`src/lssg_pkg.sv`:
```
package lssg_pkg;

    localparam int MAX_PIXELS_DEF = 64;
    localparam int POS_FRAC_DEF   = 16;

    // configuration register indexes
    localparam logic REG_STRIP_LENGTH = 1'b0;
    localparam logic REG_GLIDE_SPEED  = 1'b1;

    localparam logic [6:0] STRIP_LENGTH_RST = 7'd64;
    localparam logic [7:0] GLIDE_SPEED_RST  = 8'd40;

    localparam logic [31:0] SEED_MUL = 32'd2654435761;
    localparam logic [31:0] SEED_ADD = 32'd12345;
    localparam logic [31:0] LCG_MUL  = 32'd1664525;
    localparam logic [31:0] LCG_ADD  = 32'd1013904223;

    localparam logic [7:0] PAUSE_MIN  = 8'd40;
    localparam logic [7:0] PAUSE_SPAN = 8'd180;

    localparam logic [10:0] TAIL_DIV  = 11'd25;
    localparam logic [10:0] SPEED_DIV = 11'd1275;
    localparam logic [7:0]  GAUSS_DIV = 8'd162;

    localparam logic [16:0] LOG2E_Q16 = 17'd94548;

    // 2^(-j/16) in Q16, j = 0..16
    function automatic logic [16:0] pow2_frac(input logic [4:0] idx);
        logic [16:0] v;
        case (idx)
            5'd0:    v = 17'd65536;
            5'd1:    v = 17'd62757;
            5'd2:    v = 17'd60097;
            5'd3:    v = 17'd57549;
            5'd4:    v = 17'd55109;
            5'd5:    v = 17'd52773;
            5'd6:    v = 17'd50535;
            5'd7:    v = 17'd48393;
            5'd8:    v = 17'd46341;
            5'd9:    v = 17'd44376;
            5'd10:   v = 17'd42495;
            5'd11:   v = 17'd40693;
            5'd12:   v = 17'd38968;
            5'd13:   v = 17'd37316;
            5'd14:   v = 17'd35734;
            5'd15:   v = 17'd34219;
            5'd16:   v = 17'd32768;
            default: v = 17'd0;
        endcase
        return v;
    endfunction

endpackage

```
`src/lssg_front.sv`:
```
module lssg_front
    import lssg_pkg::*;
#(
    parameter int MAX_PIXELS = MAX_PIXELS_DEF,
    parameter int FRAC       = POS_FRAC_DEF,
    parameter int DESC_W     = 2 * FRAC + 21
) (
    input  logic              aclk,
    input  logic              aresetn,
    input  logic              cfg_we,
    input  logic              cfg_index,
    input  logic [7:0]        cfg_wdata,
    input  logic              s_tvalid,
    output logic              s_tready,
    input  logic [31:0]       s_tdata,
    input  logic              s_tuser,
    output logic              q_push,
    output logic [DESC_W-1:0] q_data,
    input  logic              q_full
);

    localparam int PW = FRAC + 9;
    localparam int TW = FRAC + 4;
    localparam int LEN_RST = (MAX_PIXELS < 64) ? MAX_PIXELS : 64;

    // reciprocal constants: exact floor division over the full numerator range
    localparam int TNW = FRAC + 9;
    localparam int TK  = TNW + 5;
    localparam int TPW = 2 * TNW + 1;
    localparam longint TM =
        ((longint'(1) << TK) + longint'(TAIL_DIV) - 1) / longint'(TAIL_DIV);
    localparam int SNW = FRAC + 8;
    localparam int SK  = SNW + 11;
    localparam int SPW = 2 * SNW + 1;
    localparam longint SM =
        ((longint'(1) << SK) + longint'(SPEED_DIV) - 1) / longint'(SPEED_DIV);
    localparam int LK = 40;
    localparam longint LM =
        ((longint'(1) << LK) + longint'(PAUSE_SPAN) - 1) / longint'(PAUSE_SPAN);

    localparam longint ONE_L = longint'(1) << FRAC;
    localparam logic signed [PW-1:0] ONE   = PW'(ONE_L);
    localparam logic signed [PW-1:0] STEP0 = PW'(ONE_L / 125);
    localparam logic signed [PW-1:0] END_C = PW'((19 * ONE_L) / 5);
    localparam logic signed [PW-1:0] POS_RST =
        PW'(-(((LEN_RST * 4 * ONE_L) / 25) + 3 * ONE_L));

    localparam logic [2:0] F_IDLE = 3'd0;
    localparam logic [2:0] F_TAIL = 3'd1;
    localparam logic [2:0] F_STEP = 3'd2;
    localparam logic [2:0] F_PUSH = 3'd3;
    localparam logic [2:0] F_LCG  = 3'd4;
    localparam logic [2:0] F_MOD  = 3'd5;
    localparam logic [2:0] F_REM  = 3'd6;

    logic [2:0]           state_reg;
    logic [6:0]           len_reg;
    logic [7:0]           speed_reg;
    logic signed [PW-1:0] pos_reg;
    logic [31:0]          rng_reg;
    logic [7:0]           left_reg;
    logic                 paused_reg;
    logic                 restart_reg;
    logic [TW-1:0]        tail_reg;
    logic signed [PW-1:0] step_reg;
    logic [31:0]          lq_reg;

    logic [6:0]           len_eff;
    logic signed [PW-1:0] start_pos;
    logic signed [PW-1:0] pos_cur;
    logic signed [PW-1:0] pos_next;
    logic signed [PW-1:0] end_pos;
    logic [31:0]          rng_next;
    logic [31:0]          seed_next;
    logic                 accept;

    logic [TNW-1:0]       tail_num;
    logic [TPW-1:0]       tail_prod;
    logic [SNW-1:0]       speed_num;
    logic [SPW-1:0]       speed_prod;
    logic [64:0]          lcg_prod;
    logic [31:0]          rem_full;

    assign s_tready = state_reg == F_IDLE;
    assign accept   = s_tvalid && s_tready;

    always_comb begin
        if (len_reg == 7'd0) begin
            len_eff = 7'd1;
        end else if (len_reg > 7'(MAX_PIXELS)) begin
            len_eff = 7'(MAX_PIXELS);
        end else begin
            len_eff = len_reg;
        end
    end

    assign start_pos = -(signed'(PW'(tail_reg)) + ONE + ONE);
    assign pos_cur   = restart_reg ? start_pos : pos_reg;
    assign pos_next  = pos_cur + step_reg;
    assign end_pos   = signed'(PW'(len_eff) << FRAC) + END_C;
    assign rng_next  = rng_reg * LCG_MUL + LCG_ADD;
    assign seed_next = s_tdata * SEED_MUL + SEED_ADD;

    assign tail_num   = TNW'(len_eff) << (FRAC + 2);
    assign tail_prod  = TPW'(tail_num) * TPW'(TM);
    assign speed_num  = SNW'(speed_reg) << FRAC;
    assign speed_prod = SPW'(speed_num) * SPW'(SM);
    assign lcg_prod   = 65'(rng_reg) * 65'(LM);
    assign rem_full   = rng_reg - lq_reg * 32'(PAUSE_SPAN);

    assign q_push = (state_reg == F_PUSH) && !q_full;
    assign q_data = {len_eff, !paused_reg, tail_reg, pos_cur};

    always_ff @(posedge aclk) begin
        if (!aresetn) begin
            state_reg   <= F_IDLE;
            len_reg     <= STRIP_LENGTH_RST;
            speed_reg   <= GLIDE_SPEED_RST;
            pos_reg     <= POS_RST;
            rng_reg     <= '0;
            left_reg    <= '0;
            paused_reg  <= 1'b0;
            restart_reg <= 1'b0;
        end else begin
            if (cfg_we) begin
                case (cfg_index)
                    REG_STRIP_LENGTH: len_reg   <= cfg_wdata[6:0];
                    REG_GLIDE_SPEED:  speed_reg <= cfg_wdata;
                    default:          len_reg   <= len_reg;
                endcase
            end
            case (state_reg)
                F_IDLE: begin
                    if (accept) begin
                        restart_reg <= s_tuser;
                        if (s_tuser) begin
                            rng_reg    <= seed_next;
                            left_reg   <= '0;
                            paused_reg <= 1'b0;
                        end
                        state_reg <= F_TAIL;
                    end
                end
                F_TAIL: begin
                    tail_reg  <= TW'(tail_prod >> TK) + TW'(ONE_L);
                    state_reg <= F_STEP;
                end
                F_STEP: begin
                    step_reg  <= STEP0 + signed'(PW'(speed_prod >> SK));
                    state_reg <= F_PUSH;
                end
                F_PUSH: begin
                    if (!q_full) begin
                        if (!paused_reg) begin
                            pos_reg <= pos_next;
                            if (pos_next > end_pos) begin
                                paused_reg <= 1'b1;
                                state_reg  <= F_LCG;
                            end else begin
                                state_reg <= F_IDLE;
                            end
                        end else begin
                            // the frame that finds the count at zero is still dark
                            if (left_reg == 8'd0) begin
                                paused_reg <= 1'b0;
                                pos_reg    <= start_pos;
                            end else begin
                                left_reg <= left_reg - 8'd1;
                            end
                            state_reg <= F_IDLE;
                        end
                    end
                end
                F_LCG: begin
                    rng_reg   <= rng_next;
                    state_reg <= F_MOD;
                end
                F_MOD: begin
                    lq_reg    <= 32'(lcg_prod >> LK);
                    state_reg <= F_REM;
                end
                F_REM: begin
                    left_reg  <= PAUSE_MIN + rem_full[7:0];
                    state_reg <= F_IDLE;
                end
                default: begin
                    state_reg <= F_IDLE;
                end
            endcase
        end
    end

endmodule

```
`config.mk`:
```
export PLATFORM = sky130hd
export DESIGN_NAME = lssg_front
export DESIGN_NICKNAME = d
export VERILOG_FILES = /design/src/lssg_pkg.sv /design/src/lssg_front.sv
export SDC_FILE = /design/constraint.sdc
export NUM_CORES = 2
export LEC_CHECK = 0
export ABC_AREA = 1
export ABC_CLOCK_PERIOD_IN_PS = 9550
export BUFFER_PORTS_ARGS = -buffer_cell sky130_fd_sc_hd__buf_2
export CORE_UTILIZATION = 45
export DETAILED_ROUTE_END_ITERATION = 8
export HOLD_SLACK_MARGIN = 0.12
export PLACE_DENSITY = 0.63
export SETUP_SLACK_MARGIN = 0.5
export SKIP_CTS_REPAIR_TIMING = 1
export SYNTH_ARGS = -nofsm -noshare
export SYNTH_HDL_FRONTEND = slang
export SYNTH_SLANG_ARGS = --single-unit
```
`constraint.sdc`:
```
create_clock -name aclk -period 9.55 [get_ports aclk]
set_input_delay 1.4325 -clock aclk [delete_from_list [all_inputs] [get_ports aclk]]
set_output_delay 1.4325 -clock aclk [all_outputs]
set_load 0.05 [all_outputs]
```
==> metrics.cfg <==
[outcome]
status=finished clean

[logic_synthesis]
synth_top_area_frac=0.3297
synth_seq_cells=126
avgSynthCellArea_sq_um=8.569
ys.flop_type=dfxtp_1
ys_seq_area_frac=0.07221
async_flop_share=0
yosysUniqueCellTypes=59
synth_area_sq_um=40620
yosys_warnings=0
synth.area.top_cells=fa_1 (33%), ha_1 (24%), inv_1 (13%)
synth-edff-count=41
synth_cells=4740
synth_top_area_cell=fa_1

[setup_path]
cp-end-kind=register
cp_max_fo=9
start_kind=input pin
slowest_stage=fa_1
worstReg2RegStart=rng_reg[1]
cp-startpoint=s_tdata[6]
cpPeakStageDelay_ps=540
crit_type=input pin to register
required_ps=9920
cp.arrival_ps=8140
critical_path_buf_inv_count=11
cpMostUsedCell=inv_1
critPathTopFamily=adder cells

[global_routing]
antenna_found_initial=5
grt_max_degree=57
grt_use_total=0.2576
grt_pass1_wl_um=179600
grt_overflow=0
grt_pass1_vias=32229

[floorplanning]
die_x_um=302.4
ios=102
fp-row-count=109
dieArea_sq_um=91460
core_area_sq_um=88920
die_h_um=302.4
initial_core_util=0.4568

[hold_path]
hp-class=register to register
worstHoldStart=pos_reg[17]

[layout]
drive_gt1_frac=0.04787
area_growth_syn_to_layout_pct=6.155
final_nets=6320
largest_reg_flops=32
diodes=0
design_area_sq_um=43120
nFillCells=8764

[placement]
placed_area_sq_um=42530
io_buffers=101
dp.final_hpwl_um=101400
place.gp.congestion=0.9442

[cts]
path_clk_slew_ps=70
cts_buffer_depth=2
numCtsBuffers=17
clkLatencyLatePin_ps=490
cts_num_sinks=126
cts_tree=yes
cts_root_buf=clkbuf_16
htree_levels=4

[sta]
tightest_slew_ps=1187
setup_viol=0
slew_violations=0
grt_setup_unrepaired=no
hold_violations=0
fin_crit_ps=7761
tns_ps=0
skew_ps=13.39
slew_headroom=0.2002
max_freq_mhz=128.8
fin_crit_sh=0.8127

[detailed_routing]
drt_iter0_markers=2031
ant_nets=0
drc=0
vias_per_cell=5.157
wl_per_cell_um=18.96
drt-total-wl_um=114000
firstDrtPassIters=5
vias=31001

[job]
cap_violations=0

## worst register-to-register path: cells and delay by family, from the launching register on
kind                       cells  cell delay, ps
adders and majority gates      8            4130
xor gates and xnor gates       1             230
DFF                            1             760
buffers and inverters          9            1100
and+or+nand+nor                6             660
AOI/OAI and AO/OA              4             660
## metal layers
metal  routed length, um  GRT usage  up-vias
met2               53990     0.4353      781
met1               50830     0.3467    15216
met5                   0          0        -
met4                3421    0.07621        0
li1                    -          -    14838
met3                5744    0.02965      166
## synth_stat cells (3+ instances only)
library cell and count:
a211oi_1 9, a21boi_0 7, a21o_1 13, a21oi_1 267
a21oi_2 6, a221oi_1 11, a31oi_1 27, buf_2 7
buf_4 3, clkbuf_1 34, clkinv_1 3, dfxtp_1 85
edfxtp_1 41, fa_1 669, ha_1 771, inv_1 1391
inv_2 3, nand2_1 485, nand2_2 17, nand2_4 5
nand3_1 116, nand3_2 8, nand3b_1 8, nand4_1 26
nor2_1 201, nor2_2 4, nor2_4 7, nor3_1 32
nor3_2 3, nor4_1 10, o211ai_1 18, o21a_1 9
o21ai_0 177, o21ai_1 14, o21ai_2 3, o21bai_1 12
o221ai_1 5, o22ai_1 4, o31ai_1 9, or2_2 12
xnor2_1 87, xor2_1 96
## logic make-up after synthesis
kind of cell	share of synthesized area
AO/OA/AOI/OAI	0.08376
XOR/XNOR	0.04066
adder cells (fa/ha/maj)	0.5672
buffers and inverters	0.1337
flip-flops	0.07221
other	0.0001849
AND/OR/NAND/NOR	0.1023
## stage by stage
| step | setup slack [ps] | hold slack, ps | util | cells |
|---|---|---|---|---|
| global route | 1369 | 490.2 | 0.4849 | 6011 |
| finish | 1789 | 468.5 | 0.4849 | 6011 |
| floorplan | 2088 | 432.4 | - | 4741 |
| CTS | 1840 | 468.7 | 0.4849 | 6011 |
| detailed placement | 1329 | 451.8 | 0.4782 | 5979 |
| global placement | 1411 | 447.1 | 0.4782 | 5979 |
## worst paths after layout
| check | depth (start not counted) | to | slack, ps |
|---|---|---|---|
| setup / recovery | 33 | rng_reg[29] | 1790 |
| hold / removal | 2 | pos_reg[17] | 470 |
| setup reg to reg | 28 | rng_reg[28] | 1920 |
| hold reg to reg | 2 | pos_reg[17] | 470 |
## layout by cell type, fill, tap and decap left out, types with 6 or more instances in the layout
cell type	n
edfxtp_1	41
nand2_2	17
xnor2_1	87
fa_1	669
nor2_4	7
nand4_1	26
o21ai_0	177
or2_2	12
inv_6	6
inv_1	1391
buf_4	16
nand3b_1	8
nor4_1	10
dfxtp_1	85
nand3_2	8
a21o_1	13
a31oi_1	27
clkbuf_16	17
a21oi_1	267
o21ai_1	14
nor2_1	200
nor3_1	31
buf_2	101
nand2_1	485
a21boi_0	7
a21oi_2	6
ha_1	771
o211ai_1	18
xor2_1	96
a221oi_1	11
o21bai_1	12
a211oi_1	9
o21a_1	9
o31ai_1	9
nand3_1	116
## final cells by class
type | count | area, sq um | area share
multi-input cells | 3174 | 32270 | 0.7483
inverters | 1397 | 5244 | 0.1216
flip-flops and latches | 126 | 2933 | 0.06802
well taps | 1165 | 1458 | 0.03381
repair buffers | 117 | 625.6 | 0.01451
clock buffers | 17 | 425.4 | 0.009867
clock inverters | 15 | 165.2 | 0.003831
Power is left out: the tool's default activity adds up to more than one toggle a clock period on the data nets, which glitch-free logic cannot reach.
