## config.mk

```make
export PLATFORM = sky130hd
export DESIGN_NAME = lssg_fifo
export DESIGN_NICKNAME = d
export VERILOG_FILES = /design/src/lssg_pkg.sv /design/src/lssg_fifo.sv
export SDC_FILE = /design/constraint.sdc
export NUM_CORES = 1
export LEC_CHECK = 0
export BUFFER_PORTS_ARGS = -buffer_cell sky130_fd_sc_hd__buf_2
export CORE_MARGIN = 2
export CORE_UTILIZATION = 52
export CTS_CLUSTER_DIAMETER = 60
export DETAILED_ROUTE_END_ITERATION = 10
export HOLD_SLACK_MARGIN = 0.08
export PLACE_DENSITY = 0.84
export SLEW_MARGIN = 15
export SYNTH_ARGS = -nofsm -noshare
export SYNTH_HDL_FRONTEND = slang
export SYNTH_SLANG_ARGS = --single-unit
```

## constraint.sdc

```tcl
create_clock -name aclk -period 5 [get_ports aclk]
set_clock_uncertainty 0.15 [all_clocks]
set_input_delay 0.25 -clock aclk [delete_from_list [all_inputs] [get_ports aclk]]
set_output_delay 0.25 -clock aclk [all_outputs]
set_load 0.01 [all_outputs]
```

## src/lssg_pkg.sv

```systemverilog
package lssg_pkg;

    localparam int MAX_PIXELS_DEF = 64;
    localparam int POS_FRAC_DEF   = 16;

    // configuration register indexes
    localparam logic REG_STRIP_LENGTH = 1'b0;
    localparam logic REG_GLIDE_SPEED  = 1'b1;

    localparam logic [6:0] STRIP_LENGTH_RST = 7'd64;
    localparam logic [7:0] GLIDE_SPEED_RST  = 8'd40;

    localparam logic [31:0] SEED_MUL = 32'd2654435761;
    localparam logic [31:0] SEED_ADD = 32'd12345;
    localparam logic [31:0] LCG_MUL  = 32'd1664525;
    localparam logic [31:0] LCG_ADD  = 32'd1013904223;

    localparam logic [7:0] PAUSE_MIN  = 8'd40;
    localparam logic [7:0] PAUSE_SPAN = 8'd180;

    localparam logic [10:0] TAIL_DIV  = 11'd25;
    localparam logic [10:0] SPEED_DIV = 11'd1275;
    localparam logic [7:0]  GAUSS_DIV = 8'd162;

    localparam logic [16:0] LOG2E_Q16 = 17'd94548;

    // 2^(-j/16) in Q16, j = 0..16
    function automatic logic [16:0] pow2_frac(input logic [4:0] idx);
        logic [16:0] v;
        case (idx)
            5'd0:    v = 17'd65536;
            5'd1:    v = 17'd62757;
            5'd2:    v = 17'd60097;
            5'd3:    v = 17'd57549;
            5'd4:    v = 17'd55109;
            5'd5:    v = 17'd52773;
            5'd6:    v = 17'd50535;
            5'd7:    v = 17'd48393;
            5'd8:    v = 17'd46341;
            5'd9:    v = 17'd44376;
            5'd10:   v = 17'd42495;
            5'd11:   v = 17'd40693;
            5'd12:   v = 17'd38968;
            5'd13:   v = 17'd37316;
            5'd14:   v = 17'd35734;
            5'd15:   v = 17'd34219;
            5'd16:   v = 17'd32768;
            default: v = 17'd0;
        endcase
        return v;
    endfunction

endpackage

```

## src/lssg_fifo.sv

```systemverilog
module lssg_fifo
    import lssg_pkg::*;
#(
    parameter int W = 8
) (
    input  logic         aclk,
    input  logic         aresetn,
    input  logic         push,
    input  logic [W-1:0] push_data,
    output logic         full,
    input  logic         pop,
    output logic [W-1:0] pop_data,
    output logic         empty
);

    logic [W-1:0] mem_reg [2];
    logic         wr_ptr_reg;
    logic         rd_ptr_reg;
    logic [1:0]   cnt_reg;
    logic         do_push;
    logic         do_pop;

    assign full     = cnt_reg == 2'd2;
    assign empty    = cnt_reg == 2'd0;
    assign do_push  = push && !full;
    assign do_pop   = pop && !empty;
    assign pop_data = mem_reg[rd_ptr_reg];

    always_ff @(posedge aclk) begin
        if (do_push) begin
            mem_reg[wr_ptr_reg] <= push_data;
        end
    end

    always_ff @(posedge aclk) begin
        if (!aresetn) begin
            wr_ptr_reg <= 1'b0;
            rd_ptr_reg <= 1'b0;
            cnt_reg    <= 2'd0;
        end else begin
            if (do_push) begin
                wr_ptr_reg <= !wr_ptr_reg;
            end
            if (do_pop) begin
                rd_ptr_reg <= !rd_ptr_reg;
            end
            if (do_push && !do_pop) begin
                cnt_reg <= cnt_reg + 2'd1;
            end else if (do_pop && !do_push) begin
                cnt_reg <= cnt_reg - 2'd1;
            end
        end
    end

endmodule

```

==> results of run 1 <==
## through the flow
stage	hold slack [ps]	setup slack, ps	area [um^2]
floorplan	199	3300	803
global placement	288	3330	923
detailed placement	291	3230	923
CTS	175	3200	1040
global route	181	3110	1040
finish	177	3210	1040
## routing by layer
layer  part of all wire [%]  track usage, %  vias up
met5                      0               0        -
met4                   0.74            4.85        0
met3                    5.4            3.83        2
met2                     54            31.9       14
met1                     40            17.3      240
li1                       -               -      252
## repair_timing
item | 4_1_cts | 5_1_grt
resized for setup | 0 | 0
hold endpoints to repair | 17 | 0
hold buffers | 9 | 0
## power breakdown
group	internal, mW	switching, mW
registers	0.223	0.0239
clock network	0.0310	0.0447
logic	0.0733	0.0711
total	0.327	0.140
## area by class of cell
class	count	area, um^2	share of cell area (%)
timing repair buffer	30	195	18.8
tap	16	20.0	1.93
multi-input combinational	26	206	19.9
sequential	21	581	55.8
inverter	3	11.3	1.08
clock buffer	4	26.3	2.53
## how the worst max path moves through the flow
stage,startpoint,slack [ps],cells after the start,endpoint
final,cnt_reg[0],3210,6,cnt_reg[1]
after global routing,cnt_reg[0],3110,6,cnt_reg[1]
after CTS,cnt_reg[0],3200,6,cnt_reg[1]
after detailed placement,cnt_reg[0],3230,6,cnt_reg[1]
after global placement,cnt_reg[0],3330,6,cnt_reg[1]
after floorplan,cnt_reg[0],3300,6,cnt_reg[1]
## worst min-delay path, stage by stage
cell	delay [ps]
buf_2	90
a21boi_0	80
o21a_1	160
## synth_stat cells
master / count / area share (%)
o21a_1: 1 / 0.93
o21ai_0: 2 / 1.2
a21boi_0: 1 / 0.93
nor2_1: 5 / 2.3
inv_1: 3 / 1.4
a21oi_1: 1 / 0.62
ha_1: 1 / 1.6
edfxtp_1: 16 / 60
or3_1: 1 / 0.78
dfxtp_1: 5 / 12
mux2_2: 8 / 11
buf_2: 1 / 0.62
and3_1: 1 / 0.78
nor3_2: 1 / 1.2
nand2b_1: 1 / 0.78
xor2_1: 3 / 3.3
## kinds of logic after synthesis
kind of cell,count (synthesis),share of synthesized area [%]
mux,8,11.2
flops,21,72.3
fa+ha+maj,1,1.56
simple gates,9,5.92
compound gates,5,3.74
buf+inv,4,2.02
xor+xnor,3,3.27
==> summary.md, run 1 <==
| Metric | Value |
|---|---|
| Status | finished clean |
| Filler cell count | 109 |
| Final-stage net count | 98 |
| Slew Limit Fails | 0 |
| Largest net degree at the start of global routing | 12 |
| Vias in the first global route | 517 |
| Die width | 43.3 um |
| Worst-path fanout max | 5 |
| Core Util, Final | 70.7% |
| Slew headroom | 50.4% |
| DP HPWL | 970 um |
| Clock slew at reported path FFs | 110 ps |
| Synth Warn # | 0 |
| Least-Margin Pin Slew | 741 ps |
| Hold depth | 3 |
| Max capacitance violation total | 0 |
| Yosys reg bits | 21 |
| Detailed Route WL | 1350 um |
| Min-delay src | push |
| Tot Pwr | 467 uW |
| Area delta synth->final | 29.4% |
| PortBufs | 21 |
| Sequential share of the synthesized area | 72.3% |
| Pre-antenna DRT Iters | 4 |
| Core area | 1470 um^2 |
| Most common cell after layout, fill and taps aside | buf_2 |
| Worst r2r path cells | 6 |
| Mapped Cells | 51 |
| IO Count | 22 |
| Initial antenna violation count | 0 |
| Tmin final | 1790 ps |
| Die area | 1880 um^2 |
| Worst-path cell chain | nand2b_1 -> inv_1 -> nor2_1 -> ha_1 -> or3_1 -> a21oi_1 |
| Root Buffer | clkbuf_4 |
| Row Count | 14 |
| Reg2reg setup slack | 3210 ps |
| Reg2reg start | cnt_reg[0] |
| Skew-Pair Late Insertion Delay | 290 ps |
| Final Hold Violating Endpoints | 0 |
| Placed Cells incl. Taps | 87 |
| Fin cells | 100 |
| Clk buf depth | 2 |
| Maximum vdd drop | 0.317 mV |
| Layout cells sized above 1 | 39.3% |
| WS Path Type | flop to flop |
| Buf+Inv Stages, Crit Path | 1 |
| Critical Path AT | 1860 ps |
| Hold Path Class | input port to flop |
| Antenna Violating Nets Remaining | 0 |
| Cell area after synthesis | 803 um^2 |
| DR iter-0 viols | 10 |
| Max reg flops | 16 |
| Worst path max stage delay | 370 ps |
| Vias per inst | 5.08 |
| Most frequent cells in the layout | buf_2, edfxtp_1, dlygate4sd3_1 |
| Leakage | 0.426 nW |
| Syn Nets | 64 |
| Final GP Congestion | 0.674 |
| Htree depth | 1 |
| Final Cycle Share | 35.8% |
| Pwr Density | 449 nW/um^2 |
| Overflow after GRT | 0 |
| Via count | 508 |
| Clk sink count | 21 |
| First-pass GRT wire length | 2180 um |
| Initial core utilization | 54.6% |
| Num CTS Buffers | 3 |
| Setup TNS | 0 ps |
| Final setup viols | 0 |
| RSZ-0062 raised after global routing | false |
| Global Route Usage Sum | 16.5% |
| Worst EP required | 5070 ps |
| CP delay by family, top | simple AND/OR/NAND/NOR gates |
| Crit-path slowest cell | or3_1 |
| Reg2reg end | cnt_reg[1] |
| Antenna cell count | 0 |
| Critical Path Start Type | flop |
| Routed len/inst | 13.5 um |
| Postcts setup bufs | 0 |
| Worst hold path endpoint | wr_ptr_reg |
| Max Fclk | 0.558 GHz |
| DRC viols | 0 |
| Die height | 43.3 um |
| Setup crit end kind | flop |
| CTS tree | done |
| Synth cell types | 16 |
| Post-Syn Area per Cell | 15.8 um^2 |
Note: power is estimated with default switching activity, not from simulation.
==> run 2, diff against run 1 <==
CORE_ASPECT_RATIO = 0.8   (was not set)
CORE_UTILIZATION = 49   (was 52)
PLACE_DENSITY = 0.8   (was 0.84)
clock period = 1.75 ns   (was 5 ns; I/O delays follow)
==> summary.md, run 2 (synthesis gave the netlist of run 1 again) <==
| Metric | Value |
|---|---|
| Vias in the first global route | 483 (-6.6%) |
| Reg2reg start | cnt_reg[0] |
| First-pass GRT wire length | 1980 um (-9.2%) |
| Core area | 1580 um^2 (+7.2%) |
| DRC viols | 0 (unchanged) |
| Worst-path cell chain | nand2b_4 -> inv_2 -> nor2_1 -> ha_1 -> or3_1 -> a21oi_1 |
| Hold Path Class | input port to flop |
| Die width | 49.3 um (+14%) |
| Hold depth | 5 (+2) |
| Least-Margin Pin Slew | 402 ps (-339 ps) |
| Buf+Inv Stages, Crit Path | 1 (unchanged) |
| Slew Limit Fails | 0 (unchanged) |
| RSZ-0062 raised after global routing | false |
| Detailed Route WL | 1340 um (-0.81%) |
| Critical Path Start Type | flop |
| Core Util, Final | 68.8% (-1.9 points) |
| Max Fclk | 0.597 GHz (+6.9%) |
| Pre-CTS WS | 16.3 ps (-3220 ps) |
| Htree depth | 1 (unchanged) |
| Crit-path slowest cell | dfxtp_4 |
| Die height | 40.2 um (-7.1%) |
| DP HPWL | 874 um (-9.8%) |
| Max reg flops | 16 (unchanged) |
| IO Count | 22 (unchanged) |
| Final setup viols | 0 (unchanged) |
| Top Layer Used | met3 |
| Maximum vdd drop | 0.781 mV (+150%) |
| Antenna Violating Nets Remaining | 0 (unchanged) |
| Routed len/inst | 12.3 um (-9.0%) |
| Initial core utilization | 50.9% (-3.7 points) |
| Overflow after GRT | 0 (unchanged) |
| Worst path max stage delay | 380 ps (about the same) |
| Final GP Congestion | 0.807 (+20%) |
| DR iter-0 viols | 9 (-1) |
| Clock slew at reported path FFs | 100 ps (about the same) |
| Final Hold Violating Endpoints | 0 (unchanged) |
| Pre-antenna DRT Iters | 4 (unchanged) |
| Area delta synth->final | 35.0% |
| Leakage | 0.441 nW (+3.7%) |
| Final Cycle Share | 95.7% (+60 points) |
| Skew-Pair Late Insertion Delay | 290 ps (about the same) |
| Worst EP required | 1820 ps (-3250 ps) |
| Setup crit end kind | flop |
| Initial antenna violation count | 0 (unchanged) |
| Hold slack | 159 ps (-17.5 ps) |
| Via count | 520 (+2.4%) |
| Wire length on met2 | 716 um (-1.1%) |
| Reg2reg end | cnt_reg[1] |
| Largest net degree at the start of global routing | 12 (unchanged) |
| Clk sink count | 21 (unchanged) |
| CTS tree | done |
| Slew headroom | 73.2% (+23 points) |
| Tot Pwr | 1.39 mW (+200%) |
| Vias per inst | 4.77 (-6.1%) |
| Worst-path fanout max | 5 (unchanged) |
| DRT met1 WL | 565 um (+4.2%) |
| Met3 WL | 58 um (-21%) |
| Max capacitance violation total | 0 (unchanged) |
| Setup WS post-layout | 75.2 ps (-3130 ps) |
| Critical Path AT | 1750 ps (-110 ps) |
| Reg2reg setup slack | 80 ps (-3130 ps) |
| Antenna cell count | 0 (unchanged) |
| Pwr Density | 1280 nW/um^2 (+190%) |
| Postcts setup bufs | 0 (unchanged) |
| CP delay by family, top | simple AND/OR/NAND/NOR gates |
| Row Count | 13 (-1) |
| WS Path Type | flop to flop |
| Filler cell count | 121 (+11%) |
| Most common cell after layout, fill and taps aside | buf_2 |
| Worst r2r path cells | 6 (unchanged) |
| Global Route Usage Sum | 14.4% (-2.1 points) |
| Status | finished clean |
| Num CTS Buffers | 3 (unchanged) |
| Most frequent cells in the layout | buf_2, edfxtp_1, dlygate4sd3_1 |
| Final-stage net count | 101 (+3.1%) |
| Min-delay src | pop |
| Setup TNS | 0 ps (unchanged) |
| Tmin final | 1670 ps (-116 ps) |
| Layout cells sized above 1 | 44.8% (+5.5 points) |
| Die area | 1980 um^2 (+5.6%) |
| Clk buf depth | 2 (unchanged) |
| Root Buffer | clkbuf_4 |
| PortBufs | 21 (unchanged) |
-- run 2: power breakdown --
group          switching, mW  leakage (nW)  total, mW  internal [mW]
logic                  0.212         0.235      0.453          0.241
registers             0.0731         0.192      0.717          0.644
clock network          0.132        0.0150      0.220         0.0885
total                  0.417         0.441       1.39          0.973
-- run 2: per-layer routing --
metal  global-route usage [%]  vias to the layer above
met4                     6.43                        0
met2                     28.7                       17
met1                     15.3                      247
met5                        0                        -
li1                         -                      256
met3                     3.36                        0
-- run 2: area by class of cell --
| type | instances | area [um^2] | area share (%) |
|---|---|---|---|
| inverter | 3 | 11.3 | 1.04 |
| multi-input combinational | 26 | 214 | 19.7 |
| sequential | 21 | 586 | 54.0 |
| clock buffer | 4 | 26.3 | 2.42 |
| timing repair buffer | 33 | 220 | 20.3 |
| tap | 22 | 27.5 | 2.54 |
-- run 2: what timing repair did --
item	in CTS	in global routing
pin swaps	0	1
resized for setup	1	5
hold buffers	10	0
endpoints found under the hold margin	21	0
endpoints found under the setup margin	1	1
-- run 2: how the worst max path moves through the flow --
| stage | start | to | slack (ps) | cells past startpoint |
|---|---|---|---|---|
| 2_1_floorplan | cnt_reg[0] | cnt_reg[1] | 50 | 6 |
| 3_3_place_gp | cnt_reg[0] | cnt_reg[1] | 90 | 6 |
| 3_5_place_dp | cnt_reg[0] | cnt_reg[1] | 20 | 6 |
| 4_1_cts | cnt_reg[0] | cnt_reg[1] | 20 | 6 |
| 5_1_grt | cnt_reg[0] | cnt_reg[1] | 7 | 6 |
| 6_report | cnt_reg[0] | cnt_reg[1] | 80 | 6 |
-- run 2: through the flow --
stage | instance area [um^2] | instances
finish | 1080 | 109
global route | 1080 | 109
floorplan | 803 | 51
global placement | 946 | 95
CTS | 1070 | 109
detailed placement | 946 | 95
-- run 2: tightest hold or removal path, cell delays in order --
cell and delay, ps:
buf_2 90, o21ai_1 120, buf_4 130, xor2_1 60, nor2_1 70
