**src/lssg_pkg.sv**
```systemverilog
package lssg_pkg;

    localparam int MAX_PIXELS_DEF = 64;
    localparam int POS_FRAC_DEF   = 16;

    // configuration register indexes
    localparam logic REG_STRIP_LENGTH = 1'b0;
    localparam logic REG_GLIDE_SPEED  = 1'b1;

    localparam logic [6:0] STRIP_LENGTH_RST = 7'd64;
    localparam logic [7:0] GLIDE_SPEED_RST  = 8'd40;

    localparam logic [31:0] SEED_MUL = 32'd2654435761;
    localparam logic [31:0] SEED_ADD = 32'd12345;
    localparam logic [31:0] LCG_MUL  = 32'd1664525;
    localparam logic [31:0] LCG_ADD  = 32'd1013904223;

    localparam logic [7:0] PAUSE_MIN  = 8'd40;
    localparam logic [7:0] PAUSE_SPAN = 8'd180;

    localparam logic [10:0] TAIL_DIV  = 11'd25;
    localparam logic [10:0] SPEED_DIV = 11'd1275;
    localparam logic [7:0]  GAUSS_DIV = 8'd162;

    localparam logic [16:0] LOG2E_Q16 = 17'd94548;

    // 2^(-j/16) in Q16, j = 0..16
    function automatic logic [16:0] pow2_frac(input logic [4:0] idx);
        logic [16:0] v;
        case (idx)
            5'd0:    v = 17'd65536;
            5'd1:    v = 17'd62757;
            5'd2:    v = 17'd60097;
            5'd3:    v = 17'd57549;
            5'd4:    v = 17'd55109;
            5'd5:    v = 17'd52773;
            5'd6:    v = 17'd50535;
            5'd7:    v = 17'd48393;
            5'd8:    v = 17'd46341;
            5'd9:    v = 17'd44376;
            5'd10:   v = 17'd42495;
            5'd11:   v = 17'd40693;
            5'd12:   v = 17'd38968;
            5'd13:   v = 17'd37316;
            5'd14:   v = 17'd35734;
            5'd15:   v = 17'd34219;
            5'd16:   v = 17'd32768;
            default: v = 17'd0;
        endcase
        return v;
    endfunction

endpackage

```
**src/lssg_div.sv**
```systemverilog
module lssg_div
    import lssg_pkg::*;
#(
    parameter int NW = 32,
    parameter int DW = 11
) (
    input  logic          aclk,
    input  logic          aresetn,
    input  logic          start,
    input  logic [NW-1:0] num,
    input  logic [DW-1:0] den,
    output logic          busy,
    output logic          done,
    output logic [NW-1:0] quot,
    output logic [DW-1:0] rem
);

    localparam int CW = $clog2(NW + 1);

    logic [NW-1:0] q_reg;
    logic [DW-1:0] r_reg;
    logic [DW-1:0] d_reg;
    logic [CW-1:0] cnt_reg;
    logic          busy_reg;
    logic          done_reg;

    logic [DW:0] trial;
    logic [DW:0] diff;
    logic        ge;

    // one quotient bit per cycle, restoring
    assign trial = {r_reg, q_reg[NW-1]};
    assign ge    = trial >= {1'b0, d_reg};
    assign diff  = trial - {1'b0, d_reg};

    always_ff @(posedge aclk) begin
        if (!aresetn) begin
            busy_reg <= 1'b0;
            done_reg <= 1'b0;
        end else begin
            done_reg <= 1'b0;
            if (start && !busy_reg) begin
                q_reg    <= num;
                r_reg    <= '0;
                d_reg    <= den;
                cnt_reg  <= CW'(NW);
                busy_reg <= 1'b1;
            end else if (busy_reg) begin
                r_reg   <= ge ? diff[DW-1:0] : trial[DW-1:0];
                q_reg   <= {q_reg[NW-2:0], ge};
                cnt_reg <= cnt_reg - CW'(1);
                if (cnt_reg == CW'(1)) begin
                    busy_reg <= 1'b0;
                    done_reg <= 1'b1;
                end
            end
        end
    end

    assign busy = busy_reg;
    assign done = done_reg;
    assign quot = q_reg;
    assign rem  = r_reg;

endmodule

```
**src/lssg_back.sv**
```systemverilog
module lssg_back
    import lssg_pkg::*;
#(
    parameter int FRAC   = POS_FRAC_DEF,
    parameter int DESC_W = 2 * FRAC + 21
) (
    input  logic              aclk,
    input  logic              aresetn,
    input  logic              q_empty,
    input  logic [DESC_W-1:0] q_data,
    output logic              q_pop,
    output logic              m_tvalid,
    input  logic              m_tready,
    output logic [15:0]       m_tdata,
    output logic              m_tlast
);

    localparam int PW   = FRAC + 9;
    localparam int TW   = FRAC + 4;
    localparam int NB   = PW + 15;
    localparam int D16W = PW + 8;
    localparam int SH_R = (FRAC >= 16) ? FRAC - 16 : 0;
    localparam int SH_L = (FRAC >= 16) ? 0 : 16 - FRAC;

    // floor(m / 162) as a reciprocal multiply, exact for any 29-bit m
    localparam int GK = 37;
    localparam longint GM =
        ((longint'(1) << GK) + longint'(GAUSS_DIV) - 1) / longint'(GAUSS_DIV);

    localparam logic [3:0] B_IDLE = 4'd0;
    localparam logic [3:0] B_PIX  = 4'd1;
    localparam logic [3:0] B_SQ   = 4'd2;
    localparam logic [3:0] B_DIV  = 4'd3;
    localparam logic [3:0] B_Y    = 4'd4;
    localparam logic [3:0] B_LUT  = 4'd5;
    localparam logic [3:0] B_G    = 4'd6;
    localparam logic [3:0] B_OUT  = 4'd7;
    localparam logic [3:0] B_GQ   = 4'd8;

    logic [3:0]           state_reg;
    logic [6:0]           len_reg;
    logic                 draw_reg;
    logic [TW-1:0]        tail_reg;
    logic signed [PW-1:0] pos_reg;
    logic [5:0]           pix_reg;
    logic [39:0]          sq_reg;
    logic [28:0]          m_reg;
    logic [19:0]          xs_reg;
    logic [20:0]          y_reg;
    logic [16:0]          a_reg;
    logic [26:0]          prod_reg;
    logic [3:0]           k_reg;
    logic [16:0]          g_reg;

    logic        out_valid_reg;
    logic [5:0]  out_pix_reg;
    logic [7:0]  out_bri_reg;
    logic        out_last_reg;

    logic signed [PW-1:0] d;
    logic [PW-1:0]        nd;
    logic [D16W-1:0]      d16w;
    logic [19:0]          d16s;
    logic [44:0]          sq25;
    logic [58:0]          gq_prod;
    logic [36:0]          y_full;
    logic [4:0]           lut_idx;
    logic [16:0]          lut_a;
    logic [16:0]          lut_b;
    logic [16:0]          v;
    logic [24:0]          g255;
    logic [24:0]          g250;
    logic [7:0]           bri;
    logic                 last_pix;
    logic                 out_free;

    logic          div_start;
    logic [NB-1:0] div_num;
    logic [TW-1:0] div_den;
    logic          div_busy;
    logic          div_done;
    logic [NB-1:0] div_quot;
    logic [TW-1:0] div_rem;

    lssg_div #(.NW(NB), .DW(TW)) u_div (
        .aclk    (aclk),
        .aresetn (aresetn),
        .start   (div_start),
        .num     (div_num),
        .den     (div_den),
        .busy    (div_busy),
        .done    (div_done),
        .quot    (div_quot),
        .rem     (div_rem)
    );

    assign d    = signed'(PW'(pix_reg) << FRAC) - pos_reg;
    assign nd   = PW'(-d);
    assign d16w = (D16W'(d) >> SH_R) << SH_L;
    // anything this far ahead ends up dark anyway: saturate
    assign d16s = (d16w[D16W-1:20] != '0) ? 20'hFFFFF : d16w[19:0];
    assign sq25 = 45'(sq_reg) * 45'd25;
    assign gq_prod = 59'(m_reg) * 59'(GM);

    assign y_full  = 37'(xs_reg) * 37'(LOG2E_Q16);
    assign lut_idx = {1'b0, y_reg[15:12]};
    assign lut_a   = pow2_frac(lut_idx);
    assign lut_b   = pow2_frac(lut_idx + 5'd1);
    assign v       = a_reg - 17'(prod_reg >> 12);

    assign g255 = 25'(g_reg) * 25'd255;
    assign g250 = 25'(g_reg) * 25'd250;
    assign bri  = (g250 > 25'd65536) ? g255[23:16] : 8'd0;

    assign last_pix = 7'(pix_reg) == (len_reg - 7'd1);
    assign out_free = !out_valid_reg || m_tready;
    assign q_pop    = (state_reg == B_IDLE) && !q_empty;

    always_comb begin
        div_start = 1'b0;
        div_num   = NB'(nd) << 16;
        div_den   = tail_reg;
        case (state_reg)
            B_PIX: begin
                div_start = draw_reg && (d <= 0);
            end
            default: begin
                div_start = 1'b0;
            end
        endcase
    end

    always_ff @(posedge aclk) begin
        if (!aresetn) begin
            state_reg     <= B_IDLE;
            out_valid_reg <= 1'b0;
        end else begin
            if (m_tready && (state_reg != B_OUT)) begin
                out_valid_reg <= 1'b0;
            end
            case (state_reg)
                B_IDLE: begin
                    if (!q_empty) begin
                        {len_reg, draw_reg, tail_reg, pos_reg} <= q_data;
                        pix_reg   <= '0;
                        state_reg <= B_PIX;
                    end
                end
                B_PIX: begin
                    if (!draw_reg) begin
                        g_reg     <= '0;
                        state_reg <= B_OUT;
                    end else if (d <= 0) begin
                        state_reg <= B_DIV;
                    end else begin
                        sq_reg    <= 40'(d16s) * 40'(d16s);
                        state_reg <= B_SQ;
                    end
                end
                B_SQ: begin
                    m_reg     <= 29'(sq25 >> 16);
                    state_reg <= B_GQ;
                end
                B_GQ: begin
                    xs_reg    <= (gq_prod[58:57] != '0) ? 20'hFFFFF : gq_prod[56:37];
                    state_reg <= B_Y;
                end
                B_DIV: begin
                    if (div_done) begin
                        xs_reg    <= (div_quot[NB-1:20] != '0) ? 20'hFFFFF : div_quot[19:0];
                        state_reg <= B_Y;
                    end
                end
                B_Y: begin
                    y_reg     <= y_full[36:16];
                    state_reg <= B_LUT;
                end
                B_LUT: begin
                    if (y_reg[20:16] >= 5'd16) begin
                        g_reg     <= '0;
                        state_reg <= B_OUT;
                    end else begin
                        a_reg     <= lut_a;
                        prod_reg  <= 27'(lut_a - lut_b) * 27'(y_reg[11:0]);
                        k_reg     <= y_reg[19:16];
                        state_reg <= B_G;
                    end
                end
                B_G: begin
                    g_reg     <= v >> k_reg;
                    state_reg <= B_OUT;
                end
                B_OUT: begin
                    if (out_free) begin
                        out_valid_reg <= 1'b1;
                        out_pix_reg   <= pix_reg;
                        out_bri_reg   <= bri;
                        out_last_reg  <= last_pix;
                        if (last_pix) begin
                            state_reg <= B_IDLE;
                        end else begin
                            pix_reg   <= pix_reg + 6'd1;
                            state_reg <= B_PIX;
                        end
                    end
                end
                default: begin
                    state_reg <= B_IDLE;
                end
            endcase
        end
    end

    assign m_tvalid = out_valid_reg;
    assign m_tdata  = {2'b00, out_bri_reg, out_pix_reg};
    assign m_tlast  = out_last_reg;

endmodule

```
**config.mk**
```make
export PLATFORM = sky130hd
export DESIGN_NAME = lssg_back
export DESIGN_NICKNAME = d
export VERILOG_FILES = /design/src/lssg_pkg.sv /design/src/lssg_div.sv /design/src/lssg_back.sv
export SDC_FILE = /design/constraint.sdc
export NUM_CORES = 2
export LEC_CHECK = 0
export BUFFER_PORTS_ARGS = -buffer_cell sky130_fd_sc_hd__buf_2
export CAP_MARGIN = 20
export CELL_PAD_IN_SITES_DETAIL_PLACEMENT = 1
export CELL_PAD_IN_SITES_GLOBAL_PLACEMENT = 1
export CORE_AREA = 2 2 365 367
export DETAILED_ROUTE_END_ITERATION = 8
export DIE_AREA = 0 0 367 369
export PLACE_DENSITY = 0.87
export REMOVE_ABC_BUFFERS = 1
export SYNTH_ARGS = -nofsm -noshare
export SYNTH_HDL_FRONTEND = slang
export SYNTH_HIERARCHICAL = 1
export SYNTH_SLANG_ARGS = --single-unit
```
**constraint.sdc**
```tcl
create_clock -name aclk -period 8.76 [get_ports aclk]
set_input_delay 1.752 -clock aclk [delete_from_list [all_inputs] [get_ports aclk]]
set_output_delay 1.752 -clock aclk [all_outputs]
set_load 0.02 [all_outputs]
```
==> results.sh <==
export IMPL_outcome="finished with violations"
export IMPL_violations="negative setup slack"
export IMPL_drt_iter0_drc=3061
export IMPL_vias=49200
export IMPL_path_common_cell="fa_1"
export IMPL_setup_worst_path_start_class="flop"
export IMPL_yosysTopAreaCell="fa_1"
export IMPL_root_buffer="clkbuf_16"
export IMPL_cts_made_buffers=45
export IMPL_cp_required_ns=9.30
export IMPL_cts_sinks=346
export IMPL_largest_register_ffs=40
export IMPL_portBuffers=73
export IMPL_avgSynthCellArea_um2=9.99
export IMPL_fp_coreArea_mm2=0.131
export IMPL_cts_buffer_depth=3
export IMPL_slowest_delay_ns=0.63
export IMPL_die_w_um=367
export IMPL_diodes=0
export IMPL_crit_arrival_ns=9.80
export IMPL_maxSlewViolCount=0
export IMPL_ant_nets=0
export IMPL_ys_seq_area_share_pct=16.2
export IMPL_grt_use_total_pct=29.7
export IMPL_period_needed_ns=9.26
export IMPL_cts_tree="yes"
export IMPL_die_y_um=369
export IMPL_wire_per_inst_um=24.9
export IMPL_synth_edf_count=322
export IMPL_crit_type="flop to flop"
export IMPL_cts_clk_slew_worst_paths_ns=0.06
export IMPL_place_gp_congestion=0.947
export IMPL_drv_cap=0
export IMPL_drc=0
export IMPL_grt_pass1_wl_mm=315
export IMPL_die_area_mm2=0.135
export IMPL_syn_to_final_growth_pct=13.4
export IMPL_antenna_found_initial=5
export IMPL_ys_async_sr_fraction_pct=0
export IMPL_fin_ws_ns=-0.498
export IMPL_finalCritPeriodShare_pct=106
export IMPL_slowest_stage="fa_1"
export IMPL_grt_max_degree=63
export IMPL_std_cell_rows=133
export IMPL_cts_max_level=2
export IMPL_grt_pass1_vias=56900
export IMPL_fin_worst_skew_ns=0.0507
export IMPL_io_pins=76
export IMPL_fin_setup_tns_ns=-7.33
export IMPL_crit_path_end_kind="flop"
export IMPL_rsz0062_at_grt="true"
export IMPL_final_core_util_pct=54.1
export IMPL_drt_total_wl_mm=211
export IMPL_drive_above_1_share_pct=13.4
export IMPL_hpwl_mm=163
export IMPL_ys_top_cells_by_area="fa_1 32%, ha_1 20%, edfxtp_1 15%, inv_1 8.4%, nand2_1 2.8%"
export IMPL_fmax_ghz=0.108
export IMPL_hold_path_class="flop to flop"
export IMPL_initial_core_util_pct=47.7
export IMPL_syn_cell_area_mm2=0.0626
export IMPL_yosysWarnings=6
export IMPL_n_fill_cell=14500
export IMPL_placed_area_mm2=0.0674
export IMPL_finalSetupViolations=27
export IMPL_num_nets_final=8732
export IMPL_drt_pass1_iter_count=5
export IMPL_ys_ff_latch=346
export IMPL_ys_flop_type="edfxtp_1"
export IMPL_design_area_mm2=0.0709
export IMPL_clkLatencyLatePin_ns=0.68
export IMPL_grt_ovfl_total=0
export IMPL_multi_input_area_mm2=0.0481
export IMPL_synth_top_area_share_pct=31.5
export IMPL_ys_types=102
export IMPL_seq_area_mm2=0.0101
export IMPL_vias_per_cell=5.80
export IMPL_syn_inst=6264
export IMPL_relSlewSlack_pct=17.7
export IMPL_hold_viol_final=0
export IMPL_tightest_slew_ns=1.24
export IMPL_fin_hold_ws_ns=0.418
export IMPL_critPathMaxFanout=6
cell families (layout without fill, tap and decap cells):
family / after synthesis / count (layout) / share of synthesized area (%)
AOI/OAI and AO/OA: 778 / 778 / 8.30
xor gates and xnor gates: 260 / 260 / 3.65
adders and majority gates: 1983 / 1983 / 51.5
other: 1 / 18 / 0.00599
and+or+nand+nor: 1306 / 1306 / 10.0
buffers and inverters: 1536 / 1984 / 9.31
muxes: 54 / 54 / 1.06
DFF: 346 / 346 / 16.2
cell type report:
cell class / instances / share of cell area (%)
clock buffer: 56 / 1.69
clock inverter: 26 / 0.346
inverter: 1402 / 7.44
multi-input combinational: 4399 / 67.8
sequential: 346 / 14.3
tap: 1755 / 3.10
timing repair buffer: 500 / 5.35
final timing paths:
| path | start | to | slack (ns) | cells after the start |
|---|---|---|---|---|
| setup / recovery | pos_reg[6] | sq_reg[38] | -0.50 | 33 |
| hold / removal | div_den[8] | u_div/d_reg[8] | 0.42 | 0 |
| setup reg to reg | pos_reg[6] | sq_reg[38] | -0.50 | 33 |
| hold reg to reg | div_den[8] | u_div/d_reg[8] | 0.42 | 0 |
critical path: cells and delay by family (launching register included):
family	cells	cell delay, ns
AOI/OAI and AO/OA	7	1.62
DFF	1	0.43
and+or+nand+nor	10	1.84
buffers and inverters	8	1.15
adders and majority gates	8	4.10
layer usage:
metal	GRT usage (%)	routed length [µm]	up-vias
li1	-	-	21100
met1	33.1	76500	25300
met2	55.0	110000	1876
met3	4.32	11000	893
met4	14.9	14200	8
met5	0	47	-
through the flow:
| stage | cells | worst slack [ns] |
|---|---|---|
| final | 8484 | -0.498 |
| after global routing | 8484 | -0.664 |
| after CTS | 8443 | -0.0522 |
| after detailed placement | 8322 | -0.645 |
| after global placement | 8322 | -0.390 |
| after floorplan | 6147 | -0.329 |
cells in the mapped netlist, types with 22 or more instances:
master    instances
fa_1            985
or3_1            28
and2_1          116
nor4_1           26
or2_2            32
xnor2_1         161
a21o_1          101
nand2b_1         35
o211ai_1         23
o21ai_0         135
dfxtp_1          24
nand2_1         472
o21a_1           43
a211oi_1         31
nor2b_1          44
and3_1           25
clkbuf_1        109
inv_1          1396
o22a_1           22
nand3_1          60
nor2_1          306
ha_1            996
mux2i_1          38
a31oi_1          23
a21oi_1         205
edfxtp_1        322
nor3_1           68
nand4_1          31
xor2_1           98
timing repair:
action | CTS | global route
setup buffers | 39 | 41
gates resized for setup | 147 | 204
endpoints found under the hold margin | 0 | 0
cloned | 0 | 1
hold buffers | 0 | 0
endpoints found under the setup margin | 28 | 55
pin swaps | 86 | 137
placed cells by master, fill, tap and decap left out, types with 31 or more instances in the layout:
master        n
buf_4       390
nor2b_1      38
nand2b_1     34
nor3_1       63
clkbuf_16    45
a21o_1      101
nand4_1      31
inv_1      1372
and2_1      115
o21a_1       42
a21oi_1     175
edfxtp_1    322
mux2i_1      38
fa_1        958
xor2_1       92
ha_1        961
xnor2_1     158
nand3_1      54
nand2_1     457
o21ai_0     113
buf_2        74
nor2_1      280
Power is left out: the tool's default activity adds up to more than one toggle a clock period on the data nets, which glitch-free logic cannot reach.
